--- config.mk ---
export PLATFORM = sky130hd
export DESIGN_NAME = line_rasterizer_2x_top
export DESIGN_NICKNAME = d
export VERILOG_FILES = /design/src/hdl/lr2x_pkg.sv /design/src/hdl/lr2x_datapath.sv /design/src/hdl/lr2x_ctrl.sv /design/src/hdl/line_rasterizer_2x_top.sv
export VERILOG_INCLUDE_DIRS = /design/src /design/src/hdl
export SDC_FILE = /design/constraint.sdc
export NUM_CORES = 1
export LEC_CHECK = 0
export BUFFER_PORTS_ARGS = -buffer_cell sky130_fd_sc_hd__buf_2
export CAP_MARGIN = 20
export CORE_ASPECT_RATIO = 0.7
export CORE_MARGIN = 8
export CORE_UTILIZATION = 60
export DETAILED_ROUTE_END_ITERATION = 12
export PLACE_DENSITY = 0.87
export SYNTH_ARGS = -nofsm -noshare
export SYNTH_HDL_FRONTEND = slang
export SYNTH_SLANG_ARGS = --single-unit
--- constraint.sdc ---
create_clock -name clk -period 18.1 [get_ports clk]
set_input_delay 3.62 -clock clk [delete_from_list [all_inputs] [get_ports clk]]
set_output_delay 3.62 -clock clk [all_outputs]
set_load 0.1 [all_outputs]
--- src/hdl/line_rasterizer_2x_top_macros.svh ---
// ----------------------------------------------------------------------------
// line_rasterizer_2x_top_macros
// assertion macros used by the line rasterizer controller
// ----------------------------------------------------------------------------
`ifndef LINE_RASTERIZER_2X_TOP_MACROS_SVH
`define LINE_RASTERIZER_2X_TOP_MACROS_SVH

`ifndef ASSERT_OFF
// checked while out of reset
`define LR2X_ASSERT(lbl, prop, msg) \
  lbl: assert property (@(posedge clk) disable iff (!rst_n) prop) else $error(msg);
// checked on every edge, reset included
`define LR2X_ASSERT_ALWAYS(lbl, prop, msg) \
  lbl: assert property (@(posedge clk) prop) else $error(msg);
`else
`define LR2X_ASSERT(lbl, prop, msg)
`define LR2X_ASSERT_ALWAYS(lbl, prop, msg)
`endif

`endif

--- src/hdl/lr2x_pkg.sv ---
// ----------------------------------------------------------------------------
// lr2x_pkg
// types and constants of the 2x line rasterizer
// ----------------------------------------------------------------------------
`default_nettype none

package lr2x_pkg;

  localparam int COORD_BITS    = 12;
  localparam int FRACTION_BITS = 16;
  localparam int POS_BITS      = COORD_BITS + 1;
  localparam int ADDR_BITS     = 23;
  localparam int PIXEL_BITS    = 16;
  localparam int GRAY_IN_BITS  = 8;
  localparam int GRAY_BITS     = 5;
  localparam int PITCH_BITS    = 13;
  localparam int WIDTH_BITS    = 13;
  localparam int HEIGHT_BITS   = 12;
  localparam int CFG_IDX_BITS  = 2;
  localparam int CFG_DATA_BITS = 13;
  localparam int DIV_STEPS     = FRACTION_BITS;
  localparam int DIV_CNT_BITS  = $clog2(DIV_STEPS);
  localparam int BEAT_BITS     = 2;

  localparam logic [PITCH_BITS-1:0]  PITCH_RST  = PITCH_BITS'(640);
  localparam logic [WIDTH_BITS-1:0]  WIDTH_RST  = WIDTH_BITS'(640);
  localparam logic [HEIGHT_BITS-1:0] HEIGHT_RST = HEIGHT_BITS'(480);

  localparam logic REQ_START   = 1'b0;
  localparam logic REQ_ADVANCE = 1'b1;

  localparam logic [CFG_IDX_BITS-1:0] CFG_PITCH  = 2'd0;
  localparam logic [CFG_IDX_BITS-1:0] CFG_WIDTH  = 2'd1;
  localparam logic [CFG_IDX_BITS-1:0] CFG_HEIGHT = 2'd2;

  localparam logic [BEAT_BITS-1:0] BEAT_LAST = 2'd3;

  typedef enum logic [2:0] {
    MODE_HORZ,
    MODE_VERT,
    MODE_DIAG,
    MODE_YMAJ,
    MODE_XMAJ
  } mode_t;

  typedef struct packed {
    logic                          req_type;
    logic signed [COORD_BITS-1:0]  x_begin;
    logic signed [COORD_BITS-1:0]  y_begin;
    logic signed [COORD_BITS-1:0]  x_finish;
    logic signed [COORD_BITS-1:0]  y_finish;
    logic [GRAY_IN_BITS-1:0]       gray_level;
  } in_word_t;

  typedef struct packed {
    logic                  write_enable;
    logic [ADDR_BITS-1:0]  word_address;
    logic [PIXEL_BITS-1:0] pixel_value;
    logic                  last_of_point;
    logic                  line_done;
  } out_word_t;

  typedef struct packed {
    logic                 accept;
    logic                 div_step;
    logic                 mul_load;
    logic                 idle_word;
    logic [BEAT_BITS-1:0] beat;
  } ctl_cmd_t;

  typedef struct packed {
    logic line_active;
    logic div_needed;
  } dp_status_t;

endpackage

`default_nettype wire

--- src/hdl/lr2x_datapath.sv ---
// ----------------------------------------------------------------------------
// lr2x_datapath
// line state, serial slope divider, address multiplier and write formatting
// ----------------------------------------------------------------------------
`default_nettype none

module lr2x_datapath
  import lr2x_pkg::*;
(
  input  wire logic                     clk,
  input  wire logic                     rst_n,
  input  wire ctl_cmd_t                 cmd,
  input  wire in_word_t                 in_data,
  input  wire logic                     cfg_wr,
  input  wire logic [CFG_IDX_BITS-1:0]  cfg_index,
  input  wire logic [CFG_DATA_BITS-1:0] cfg_data,
  output dp_status_t                    status,
  output out_word_t                     out_data
);

  logic [PITCH_BITS-1:0]  pitch_r;
  logic [WIDTH_BITS-1:0]  width_r;
  logic [HEIGHT_BITS-1:0] height_r;

  logic                         line_active_r;
  mode_t                        mode_r;
  logic signed [POS_BITS-1:0]   cur_x_r;
  logic signed [POS_BITS-1:0]   cur_y_r;
  logic signed [COORD_BITS-1:0] end_x_r;
  logic signed [COORD_BITS-1:0] end_y_r;
  logic                         x_neg_r;
  logic [FRACTION_BITS-1:0]     acc_r;
  logic [FRACTION_BITS-1:0]     inc_r;
  logic [POS_BITS-1:0]          remain_r;
  logic [GRAY_BITS-1:0]         gray_r;
  logic                         done_r;
  logic [COORD_BITS-1:0]        rem_r;
  logic [COORD_BITS-1:0]        divisor_r;
  logic [ADDR_BITS-2:0]         prod_r;

  // start decode
  logic signed [POS_BITS-1:0] ax, ay, bx, by;
  logic signed [POS_BITS-1:0] x0, y0, x1, y1;
  logic signed [POS_BITS-1:0] dx, dy;
  logic                       swap;
  logic [COORD_BITS-1:0]      adx, ady, major, minor;
  mode_t                      ld_mode;

  always_comb begin
    ax = {in_data.x_begin[COORD_BITS-1], in_data.x_begin};
    ay = {in_data.y_begin[COORD_BITS-1], in_data.y_begin};
    bx = {in_data.x_finish[COORD_BITS-1], in_data.x_finish};
    by = {in_data.y_finish[COORD_BITS-1], in_data.y_finish};
    swap = ay > by;
    x0 = swap ? bx : ax;
    y0 = swap ? by : ay;
    x1 = swap ? ax : bx;
    y1 = swap ? ay : by;
    dx = x1 - x0;
    dy = y1 - y0;
    adx = dx[POS_BITS-1] ? COORD_BITS'(-dx) : dx[COORD_BITS-1:0];
    ady = dy[COORD_BITS-1:0];
    major = (adx > ady) ? adx : ady;
    minor = (adx > ady) ? ady : adx;
    if (ady == '0) begin
      ld_mode = MODE_HORZ;
    end else if (adx == '0) begin
      ld_mode = MODE_VERT;
    end else if (adx == ady) begin
      ld_mode = MODE_DIAG;
    end else if (ady > adx) begin
      ld_mode = MODE_YMAJ;
    end else begin
      ld_mode = MODE_XMAJ;
    end
  end

  // advance step
  logic [POS_BITS-1:0]        remain_dec;
  logic                       adv_done;
  logic [FRACTION_BITS-1:0]   acc_sum;
  logic                       wrap;
  logic signed [POS_BITS-1:0] x_step;
  logic signed [POS_BITS-1:0] x_moved;
  logic signed [POS_BITS-1:0] y_moved;

  always_comb begin
    remain_dec = remain_r - POS_BITS'(1);
    adv_done   = remain_dec == '0;
    acc_sum    = acc_r + inc_r;
    wrap       = acc_sum <= acc_r;
    x_step     = x_neg_r ? '1 : POS_BITS'(1);
    x_moved    = cur_x_r + x_step;
    y_moved    = cur_y_r + POS_BITS'(1);
  end

  // divider step
  logic [COORD_BITS:0]   rem_dbl;
  logic [COORD_BITS:0]   rem_sub;
  logic                  quo_bit;

  always_comb begin
    rem_dbl = {rem_r, 1'b0};
    quo_bit = rem_dbl >= {1'b0, divisor_r};
    rem_sub = quo_bit ? (rem_dbl - {1'b0, divisor_r}) : rem_dbl;
  end

  logic [PITCH_BITS+COORD_BITS-1:0] prod_full;
  assign prod_full = pitch_r * cur_y_r[COORD_BITS-1:0];

  always_ff @(posedge clk) begin
    if (!rst_n) begin
      pitch_r       <= PITCH_RST;
      width_r       <= WIDTH_RST;
      height_r      <= HEIGHT_RST;
      line_active_r <= 1'b0;
      mode_r        <= MODE_HORZ;
      cur_x_r       <= '0;
      cur_y_r       <= '0;
      end_x_r       <= '0;
      end_y_r       <= '0;
      x_neg_r       <= 1'b0;
      acc_r         <= '0;
      inc_r         <= '0;
      remain_r      <= '0;
      gray_r        <= '0;
      done_r        <= 1'b1;
      rem_r         <= '0;
      divisor_r     <= '0;
      prod_r        <= '0;
    end else begin
      if (cfg_wr) begin
        case (cfg_index)
          CFG_PITCH:  pitch_r  <= cfg_data[PITCH_BITS-1:0];
          CFG_WIDTH:  width_r  <= cfg_data[WIDTH_BITS-1:0];
          CFG_HEIGHT: height_r <= cfg_data[HEIGHT_BITS-1:0];
          default: ;
        endcase
      end
      if (cmd.accept) begin
        if (in_data.req_type == REQ_START) begin
          mode_r        <= ld_mode;
          cur_x_r       <= x0;
          cur_y_r       <= y0;
          end_x_r       <= x1[COORD_BITS-1:0];
          end_y_r       <= y1[COORD_BITS-1:0];
          x_neg_r       <= dx[POS_BITS-1];
          acc_r         <= '0;
          inc_r         <= '0;
          remain_r      <= {1'b0, major};
          gray_r        <= in_data.gray_level[GRAY_IN_BITS-1 -: GRAY_BITS];
          line_active_r <= major != '0;
          done_r        <= major == '0;
          rem_r         <= minor;
          divisor_r     <= major;
        end else if (line_active_r) begin
          remain_r      <= remain_dec;
          line_active_r <= !adv_done;
          done_r        <= adv_done;
          case (mode_r)
            MODE_HORZ: cur_x_r <= x_moved;
            MODE_VERT: cur_y_r <= y_moved;
            MODE_DIAG: begin
              cur_x_r <= x_moved;
              cur_y_r <= y_moved;
            end
            MODE_YMAJ, MODE_XMAJ: begin
              if (adv_done) begin
                cur_x_r <= {end_x_r[COORD_BITS-1], end_x_r};
                cur_y_r <= {end_y_r[COORD_BITS-1], end_y_r};
              end else begin
                acc_r <= acc_sum;
                if (mode_r == MODE_YMAJ) begin
                  if (wrap) cur_x_r <= x_moved;
                  cur_y_r <= y_moved;
                end else begin
                  if (wrap) cur_y_r <= y_moved;
                  cur_x_r <= x_moved;
                end
              end
            end
            default: ;
          endcase
        end
      end
      if (cmd.div_step) begin
        rem_r <= rem_sub[COORD_BITS-1:0];
        inc_r <= {inc_r[FRACTION_BITS-2:0], quo_bit};
      end
      if (cmd.mul_load) begin
        prod_r <= prod_full[ADDR_BITS-2:0];
      end
    end
  end

  assign status.line_active = line_active_r;
  assign status.div_needed  = (mode_r == MODE_YMAJ) || (mode_r == MODE_XMAJ);

  // clip window and write formatting
  logic signed [WIDTH_BITS:0]    lim_x;
  logic signed [HEIGHT_BITS:0]   lim_y;
  logic signed [WIDTH_BITS:0]    cx_ext;
  logic                          visible;
  logic [ADDR_BITS-2:0]          base_sum;
  logic [ADDR_BITS-1:0]          beat_ofs;
  logic [ADDR_BITS-1:0]          addr;
  logic [PIXEL_BITS-1:0]         pixel;

  always_comb begin
    lim_x    = $signed({2'b00, width_r[WIDTH_BITS-1:1]} - (WIDTH_BITS+1)'(1));
    lim_y    = $signed({2'b00, height_r[HEIGHT_BITS-1:1]} - (HEIGHT_BITS+1)'(1));
    cx_ext   = {cur_x_r[POS_BITS-1], cur_x_r};
    visible  = !cur_x_r[POS_BITS-1] && !cur_y_r[POS_BITS-1] &&
               (cx_ext < lim_x) && (cur_y_r < lim_y);
    base_sum = prod_r + {{(ADDR_BITS-1-COORD_BITS){1'b0}}, cur_x_r[COORD_BITS-1:0]};
    beat_ofs = (cmd.beat[1] ? {{(ADDR_BITS-PITCH_BITS){1'b0}}, pitch_r} : '0) +
               {{(ADDR_BITS-1){1'b0}}, cmd.beat[0]};
    addr     = {base_sum, 1'b0} + beat_ofs;
    pixel    = {gray_r, gray_r, 1'b0, gray_r};
    if (cmd.idle_word) begin
      out_data.write_enable  = 1'b0;
      out_data.word_address  = '0;
      out_data.pixel_value   = '0;
      out_data.last_of_point = 1'b0;
      out_data.line_done     = 1'b1;
    end else begin
      out_data.write_enable  = visible;
      out_data.word_address  = visible ? addr : '0;
      out_data.pixel_value   = visible ? pixel : '0;
      out_data.last_of_point = cmd.beat == BEAT_LAST;
      out_data.line_done     = done_r;
    end
  end

endmodule

`default_nettype wire

--- src/hdl/lr2x_ctrl.sv ---
// ----------------------------------------------------------------------------
// lr2x_ctrl
// sequencer: accept, slope division, address multiply, four write beats
// ----------------------------------------------------------------------------
`default_nettype none

`include "line_rasterizer_2x_top_macros.svh"

module lr2x_ctrl
  import lr2x_pkg::*;
(
  input  wire logic       clk,
  input  wire logic       rst_n,
  input  wire logic       in_valid,
  input  wire logic       in_req_type,
  output logic            in_ready,
  output logic            out_valid,
  input  wire logic       out_ready,
  input  wire dp_status_t status,
  output ctl_cmd_t        cmd
);

  typedef enum logic [2:0] {
    S_IDLE,
    S_DIV,
    S_MUL,
    S_EMIT,
    S_NOLINE
  } state_t;

  state_t                  state_r, state_nxt;
  logic [DIV_CNT_BITS-1:0] cnt_r, cnt_nxt;
  logic [BEAT_BITS-1:0]    beat_r, beat_nxt;

  assign in_ready  = state_r == S_IDLE;
  assign out_valid = (state_r == S_EMIT) || (state_r == S_NOLINE);

  assign cmd.accept    = in_valid && in_ready;
  assign cmd.div_step  = (state_r == S_DIV) && status.div_needed;
  assign cmd.mul_load  = state_r == S_MUL;
  assign cmd.idle_word = state_r == S_NOLINE;
  assign cmd.beat      = beat_r;

  always_comb begin
    state_nxt = state_r;
    cnt_nxt   = cnt_r;
    beat_nxt  = beat_r;
    case (state_r)
      S_IDLE: begin
        cnt_nxt  = '0;
        beat_nxt = '0;
        if (in_valid) begin
          if (in_req_type == REQ_START) begin
            state_nxt = S_DIV;
          end else if (status.line_active) begin
            state_nxt = S_MUL;
          end else begin
            state_nxt = S_NOLINE;
          end
        end
      end
      S_DIV: begin
        cnt_nxt = cnt_r + DIV_CNT_BITS'(1);
        if (!status.div_needed || cnt_r == DIV_CNT_BITS'(DIV_STEPS - 1)) begin
          state_nxt = S_MUL;
        end
      end
      S_MUL: begin
        state_nxt = S_EMIT;
      end
      S_EMIT: begin
        if (out_ready) begin
          beat_nxt = beat_r + BEAT_BITS'(1);
          if (beat_r == BEAT_LAST) begin
            state_nxt = S_IDLE;
          end
        end
      end
      S_NOLINE: begin
        if (out_ready) begin
          state_nxt = S_IDLE;
        end
      end
      default: begin
        state_nxt = S_IDLE;
      end
    endcase
  end

  always_ff @(posedge clk) begin
    if (!rst_n) begin
      state_r <= S_IDLE;
      cnt_r   <= '0;
      beat_r  <= '0;
    end else begin
      state_r <= state_nxt;
      cnt_r   <= cnt_nxt;
      beat_r  <= beat_nxt;
    end
  end

  `LR2X_ASSERT(a_no_overlap, !(in_ready && out_valid), "input and output open together")
  `LR2X_ASSERT(a_last_beat_idle, (state_r == S_EMIT && out_ready && beat_r == BEAT_LAST) |=> in_ready, "no return to idle after last beat")
  `LR2X_ASSERT(a_div_length, (state_r == S_DIV && status.div_needed && cnt_r == DIV_CNT_BITS'(DIV_STEPS - 1)) |=> (state_r == S_MUL), "divider overran")
  `LR2X_ASSERT(a_idle_advance, (in_valid && in_ready && in_req_type == REQ_ADVANCE && !status.line_active) |=> (state_r == S_NOLINE), "advance without line not answered")

endmodule

`default_nettype wire

--- src/hdl/line_rasterizer_2x_top.sv ---
// ----------------------------------------------------------------------------
// line_rasterizer_2x_top
// line rasterizer with 2x pixel doubling into an RGB565 framebuffer
// ----------------------------------------------------------------------------
// A start word loads a line (endpoints reordered top to bottom) and yields its
// first point; each advance word yields the next point. Every point leaves as
// four pixel words in order o, o+1, o+pitch, o+pitch+1. One word is handled at
// a time: an advance goes through accept, address multiply and four output
// beats, each with out_ready high. A start of a sloped line also runs the
// bit-serial slope divider, other starts skip the division. An advance with no
// line in progress answers with a single word in the next cycle. Configuration
// writes are always taken (cfg_ready is tied high) and should be made while idle.
// ----------------------------------------------------------------------------
`default_nettype none

module line_rasterizer_2x_top
  import lr2x_pkg::*;
(
  input  wire logic                     clk,
  input  wire logic                     rst_n,
  input  wire logic                     in_valid,
  output logic                          in_ready,
  input  wire in_word_t                 in_data,
  output logic                          out_valid,
  input  wire logic                     out_ready,
  output out_word_t                     out_data,
  input  wire logic                     cfg_valid,
  output logic                          cfg_ready,
  input  wire logic [CFG_IDX_BITS-1:0]  cfg_index,
  input  wire logic [CFG_DATA_BITS-1:0] cfg_data
);

  ctl_cmd_t   cmd;
  dp_status_t status;

  assign cfg_ready = 1'b1;

  lr2x_ctrl u_ctrl (
    .clk         (clk),
    .rst_n       (rst_n),
    .in_valid    (in_valid),
    .in_req_type (in_data.req_type),
    .in_ready    (in_ready),
    .out_valid   (out_valid),
    .out_ready   (out_ready),
    .status      (status),
    .cmd         (cmd)
  );

  lr2x_datapath u_datapath (
    .clk       (clk),
    .rst_n     (rst_n),
    .cmd       (cmd),
    .in_data   (in_data),
    .cfg_wr    (cfg_valid && cfg_ready),
    .cfg_index (cfg_index),
    .cfg_data  (cfg_data),
    .status    (status),
    .out_data  (out_data)
  );

endmodule

`default_nettype wire
# == Word level (Yosys, flattened, before mapping) ==
# Index checks and enable logic that the tools add are counted.
# Widths: inputs -> output; s select.
# word_totals
reg_bits,199
inputBits,77
out_inout_bits,45
word_cells,164
# op_classes
addsub,15
n_mul,1
order_cmp,7
n_eq_ne,26
muxes,56
bitwise_logic,1
n_reduce_logical,37
# ops
cell,count
$mux 13,17
$mux 16,8
$mux 12,8
$pmux 13 s2,2
$mux 42,1
$gt 12x12->1,3
$logic_not 12->1,3
$mux 3,11
$lt 13x13->1,2
$sub 12x12->12,2
$add 23x1->23,1
$add 23x23->23,1
$mux 23,1
$add 22x12->22,1
$mul 13x12->22,1
$add 16x16->16,1
$le 16x16->1,1
$pmux 3 s5,1
$reduce_and 2->1,7
$add 13x13->13,1
$add 13x2->13 const B,1
$ge 13x12->1,1
$logic_not 13->1,1
$sub 12x1->13 const B,1
other kinds (33),66

# == Longest topological paths before layout ==
# depth
depth_word,10
mapped_depth,32
ltp_nobuf,29

# == Modules after synthesis ==
# Synthesis repeated with hierarchy kept, for this count alone.
# unflattened
hier_cells,2884
area_unflattened_um2,21564.4
# modules_own_cells
module,n_inst,cells_each,area_per_inst_um2,seq_area_each_um2
lr2x_datapath,1,2811,20955.1,3763.6
lr2x_ctrl,1,71,598.1,180.2
line_rasterizer_2x_top,1,2,11.3,0.0

# == Least setup slack after synthesis ==
# Ideal clock, no wire load.
# synth_timing
kind,input-to-reg
startpoint,in in_data[9] in the netlist's numbering
endpoint,reg u_datapath.done_r
setup_ns,0.077
t_arrival_ns,9.676
required_ns,18.023
slack_ns,8.348
path_stages,26
path_buffers,1
cell_sequence,inv_1 ha_1 nor2b_1 o211ai_1 a211o_1 buf_6 nand3_2 mux2_2 nor3_1 ha_1 a21o_1 a221oi_2 o21ai_2 or4_4 and3_1 a2111o_1 a21bo_2 or2_2 ha_1 nand4_1 or3_1 o211ai_1 o21ai_0 a2111o_1 or4_1 a41oi_2
# synth_between
elab_chain_len,9
elab_cells_between_ends,13
cone_classes,add/sub (3); order compare (2); mux (7); reduce/logical (1)
# synth_rtl
item,line,text
"start, declared",line_rasterizer_2x_top.sv:23,"input wire in_word_t in_data,"
$gt 12x12->1,lr2x_datapath.sv:54,swap = ay > by;
$mux 13 (on tied branches),"lr2x_datapath.sv:57, lr2x_datapath.sv:55",
$sub 13x13->13,lr2x_datapath.sv:59,dx = x1 - x0;
$neg 12->12,lr2x_datapath.sv:61,adx = dx[POS_BITS-1] ? COORD_BITS'(-dx) : dx[COORD_BITS-1:0];
$mux 12,lr2x_datapath.sv:61,
$gt 12x12->1,lr2x_datapath.sv:63,major = (adx > ady) ? adx : ady;
$mux 12 *,lr2x_datapath.sv:63,
$logic_not 12->1 *,lr2x_datapath.sv:153,done_r <= major == '0;
$mux 1 *,lr2x_datapath.sv:141,if (in_data.req_type == REQ_START) begin
"end signal, assigned",lr2x_datapath.sv:159,done_r <= adv_done;
"end, declared",lr2x_datapath.sv:36,logic done_r;
# Every way passes the cells marked *; elsewhere a longest branch is shown, timed or not.
# A chain may end at the register's enable or synchronous reset.

# == Worst setup path after layout ==
# layout_timing
startpoint,in in_data[19] in the netlist's numbering
endpoint,reg u_datapath.done_r
# Same word-level chain as after synthesis.

==> qor.txt <==
PLACED DESIGN
------------------------------------------------------------------------------------
Routability Congestion                                                          1.02
DPL Wire Length                                                             47400 um
Count of input and output buffers                                                116

TIMING
------------------------------------------------------------------------------------
RSZ-0062 raised after global routing                                           false
Setup Skew                                                                 0.0158 ns
Final-report max-slew violation count                                              0
Number of hold-slack violations in the final timing report                         0
Final Cycle Share                                                              65.2%
Setup violators final                                                              0
Slew @ Worst Pin                                                             1.09 ns
Summed negative setup slack over all endpoints                                  0 ns
Final critical path time including I/O delays and setup                     11.80 ns
Highest achievable clock rate                                               84.7 MHz
Worst relative slew slack                                                      27.3%

CELLS AND AREA
------------------------------------------------------------------------------------
Area overhead of the layout relative to synthesis                              6.05%
Area of all sequential standard cells                                      3940 um^2
Leading cell type in the layout, fill and taps excluded                 sky130_fd_sc_hd__nand2_1
Final-layout fill cell count                                                    2991
Layout cells sized above 1                                                     8.18%
Multi-input logic area                                                    15800 um^2
Commonest cells after routing, fill and taps aside                      434 x sky130_fd_sc_hd__nand2_1, 245 x sky130_fd_sc_hd__inv_1, 230 x sky130_fd_sc_hd__nor2_1
Final layout net count                                                          3211

DIE
------------------------------------------------------------------------------------
Die width                                                                     241 um
Standard cell core area                                                   34800 um^2
Initial Util                                                                   61.2%
I/O pin count                                                                    122
Area enclosed by the die boundary                                         41900 um^2
Die H                                                                         174 um
Floorplan row count                                                               57

CLOCK TREE
------------------------------------------------------------------------------------
H-tree levels                                                                      4
Clock Sink Count                                                                 197
Clock latency on the worst-skew pair                                         0.47 ns
CTS tree                                                                         yes
Setup repair bufs after CTS                                                        0
Number of buffers inserted during clock tree synthesis                            17
Buffers from clock root to sink, at most                                           2
Clock tree root buffer cell                                             sky130_fd_sc_hd__clkbuf_16
# resized after CTS                                                                0
Hold_buf cts                                                                       0
Clock Pin Slew Worst Setup and Hold Paths                                    0.08 ns

ROUTE
------------------------------------------------------------------------------------
Number of DRC markers in iteration 0                                            2389
Routed len/inst                                                              18.9 um
Post-route ant nets                                                                0
Routed Wire Length                                                          62800 um
1st-pass router iterations                                                         6
Remaining routing DRC violations                                                   0
Via-to-Cell Ratio                                                               6.30
Vias after detailed routing                                                    20.9k

GRT
------------------------------------------------------------------------------------
Overflow left after global routing                                                 0
Number of antenna violations at the first check in global routing                  3
Pin count of the biggest net entering global routing                              82
Wire length of the first global-routing pass                               102000 um
Vias in the first global route                                                 20.1k
Global-route usage over all layers                                             29.5%

PWR
------------------------------------------------------------------------------------
Power density of the placed cells                                       84.4 nW/um^2
Leakage                                                                      9.92 nW
Max IR drop VDD                                                             0.116 mV
Power Total                                                                  1.91 mW

RUN STATUS
------------------------------------------------------------------------------------
Outcome                                                                 finished, final reports clean

CRITICAL PATH
------------------------------------------------------------------------------------
Critical path startpoint category                                       primary input
Slowest stage cell on the critical path                                 sky130_fd_sc_hd__nor3_4
Required time of the critical path                                          18.49 ns
Type of the worst setup path                                            primary input to register
Maximum net fanout on the critical path                                           37
Worst setup EP type                                                         register
Data arrival time of the critical path                                      12.19 ns
Maximum cell stage delay along the critical path                             0.87 ns

YOSYS
------------------------------------------------------------------------------------
Per-instance average area after synthesis                                  7.50 um^2
Cell Area, Synth                                                          21300 um^2
Unique masters post-synth                                                        105
Flip-flop cell with the highest count after synthesis                   sky130_fd_sc_hd__dfxtp_1
Synth Area in Compound Gates                                                   22.2%
Number of enable-type register cells in the synthesized netlist                    0
Post-synthesis adder-cell area fraction                                        21.8%
Parity-gate share of the synthesized area counting xor and xnor cells          5.11%
Largest family of logic cells by synthesized area                       simple AND/OR/NAND/NOR gates
Seq/Total Area, Yosys                                                          18.5%
Share of synthesized cell area in and, or, nand and nor gates                  23.4%
Post-synth ARST share                                                             0%
Number of register bits inferred by synthesis                                    197
Number of cells produced by synthesis                                           2837
Synth warnings                                                                     0
Multiplexer fraction of the synthesized cell area                              1.43%
Mapped Nets                                                                     3213

FLOW RUN
------------------------------------------------------------------------------------
Max-capacitance violation count                                                    0

WORST HOLD PATH
------------------------------------------------------------------------------------
Worst Hold Class                                                        register to register

==> metal layers <==
layer  wire length [um]  vias to the layer above  global-route usage, %
met5                 27                        -                      0
met4               1850                        4                   10.5
met3               6070                      152                   5.40
met2              28000                      989                   45.7
met1              26800                    10020                   40.5
li1                   -                     9768                      -
==> power breakdown <==
part | internal, mW | total [mW] | leakage [nW] | switching (mW)
registers | 0.474 | 0.539 | 1.60 | 0.0650
logic | 0.327 | 0.963 | 8.02 | 0.637
clock network | 0.200 | 0.403 | 0.295 | 0.203
==> registers in the layout, summed over array words and instances (netlist names), 11 cells and up <==
| signal | count |
|---|---|
| u_datapath.rem_r | 12 |
| u_datapath.end_y_r | 12 |
| u_datapath.inc_r | 16 |
| u_datapath.width_r | 12 |
| u_datapath.height_r | 11 |
| u_datapath.divisor_r | 12 |
| u_datapath.prod_r | 22 |
| u_datapath.cur_x_r | 13 |
| u_datapath.acc_r | 16 |
| u_datapath.cur_y_r | 13 |
| u_datapath.end_x_r | 12 |
| u_datapath.remain_r | 13 |
| u_datapath.pitch_r | 13 |
==> worst max-delay path, delay by kind of cell <==
family | cells | cell delay [ns]
buf+inv | 4 | 0.98
xor+xnor | 1 | 0.69
fa+ha+maj | 3 | 0.74
simple gates | 8 | 2.99
compound gates | 13 | 3.12
==> cell usage after synthesis, types with 8 or more instances <==
cell type	number	share of area, %
sky130_fd_sc_hd__nand2_1	434	7.7
sky130_fd_sc_hd__inv_1	246	4.3
sky130_fd_sc_hd__nor2_1	231	4.1
sky130_fd_sc_hd__a21oi_1	218	5.1
sky130_fd_sc_hd__dfxtp_1	197	19
sky130_fd_sc_hd__ha_1	186	11
sky130_fd_sc_hd__o21ai_0	134	3.2
sky130_fd_sc_hd__clkbuf_1	125	2.2
sky130_fd_sc_hd__fa_1	113	11
sky130_fd_sc_hd__xnor2_1	88	3.6
sky130_fd_sc_hd__and2_1	82	2.4
sky130_fd_sc_hd__nand3_1	69	1.6
sky130_fd_sc_hd__a211oi_1	57	2.0
sky130_fd_sc_hd__nor3_1	43	1.0
sky130_fd_sc_hd__nand2b_1	37	1.1
sky130_fd_sc_hd__o211ai_1	37	1.3
sky130_fd_sc_hd__o21a_1	35	1.2
sky130_fd_sc_hd__nor2b_1	34	1.0
sky130_fd_sc_hd__xor2_1	33	1.4
sky130_fd_sc_hd__a22oi_1	28	0.99
sky130_fd_sc_hd__mux2i_1	26	1.2
sky130_fd_sc_hd__a21o_1	24	0.85
sky130_fd_sc_hd__nand4_1	22	0.65
sky130_fd_sc_hd__a21boi_0	20	0.71
sky130_fd_sc_hd__nor4_1	19	0.56
sky130_fd_sc_hd__o21bai_1	19	0.67
sky130_fd_sc_hd__a31oi_1	18	0.53
sky130_fd_sc_hd__and3_1	18	0.53
sky130_fd_sc_hd__or3_1	18	0.53
sky130_fd_sc_hd__a311oi_1	16	0.66
sky130_fd_sc_hd__buf_4	15	0.53
sky130_fd_sc_hd__o31ai_1	13	0.46
sky130_fd_sc_hd__buf_1	9	0.16
sky130_fd_sc_hd__o32ai_1	9	0.37
sky130_fd_sc_hd__or4_1	9	0.32
sky130_fd_sc_hd__nand3b_1	8	0.28
sky130_fd_sc_hd__or2_2	8	0.24
==> worst paths after layout <==
kind                            cells after the start                          startpoint  slack [ns]                                  to
worst max-delay path                               29                         in_data[19]        6.30      u_datapath.done_r$_SDFFE_PN1P_
worst min-delay path                                2   u_datapath.gray_r[0]$_SDFFE_PN0P_        0.45   u_datapath.gray_r[0]$_SDFFE_PN0P_
worst max register to register                     23  u_datapath.cur_y_r[5]$_SDFFE_PN0P_       11.60  u_datapath.prod_r[20]$_SDFFE_PN0N_
worst min register to register                      2   u_datapath.gray_r[0]$_SDFFE_PN0P_        0.45   u_datapath.gray_r[0]$_SDFFE_PN0P_
==> kinds of logic (layout without fill, tap and decap cells) <==
kind of cell / count (synthesis) / count (layout)
other: 2 / 3
buffers and inverters: 405 / 416
adders and majority gates: 304 / 304
DFF: 197 / 197
xor gates and xnor gates: 122 / 122
and+or+nand+nor: 1064 / 1064
muxes: 30 / 30
AOI/OAI and AO/OA: 713 / 713
==> through the flow <==
stage	utilization [%]	setup WS [ns]	area (um^2)	cells	hold WS (ns)
2_1_floorplan	-	8.35	21300	2837	0.432
3_3_place_gp	63.1	6.41	21900	3286	0.439
3_5_place_dp	63.1	6.21	21900	3286	0.442
4_1_cts	64.8	6.65	22600	3318	0.453
5_1_grt	64.9	5.85	22600	3321	0.472
6_report	64.9	6.30	22600	3321	0.452
==> final cells by class <==
cell class,count,share of cell area [%]
Timing Repair Buffer,137,3.29
Tap cell,472,2.62
Clock inverter,15,0.793
Multi-Input combinational cell,2235,69.8
Antenna cell,1,0.0111
Sequential cell,197,17.5
Inverter,247,4.12
Clock buffer,17,1.88
No activity file was read; power rests on OpenSTA's default activity.
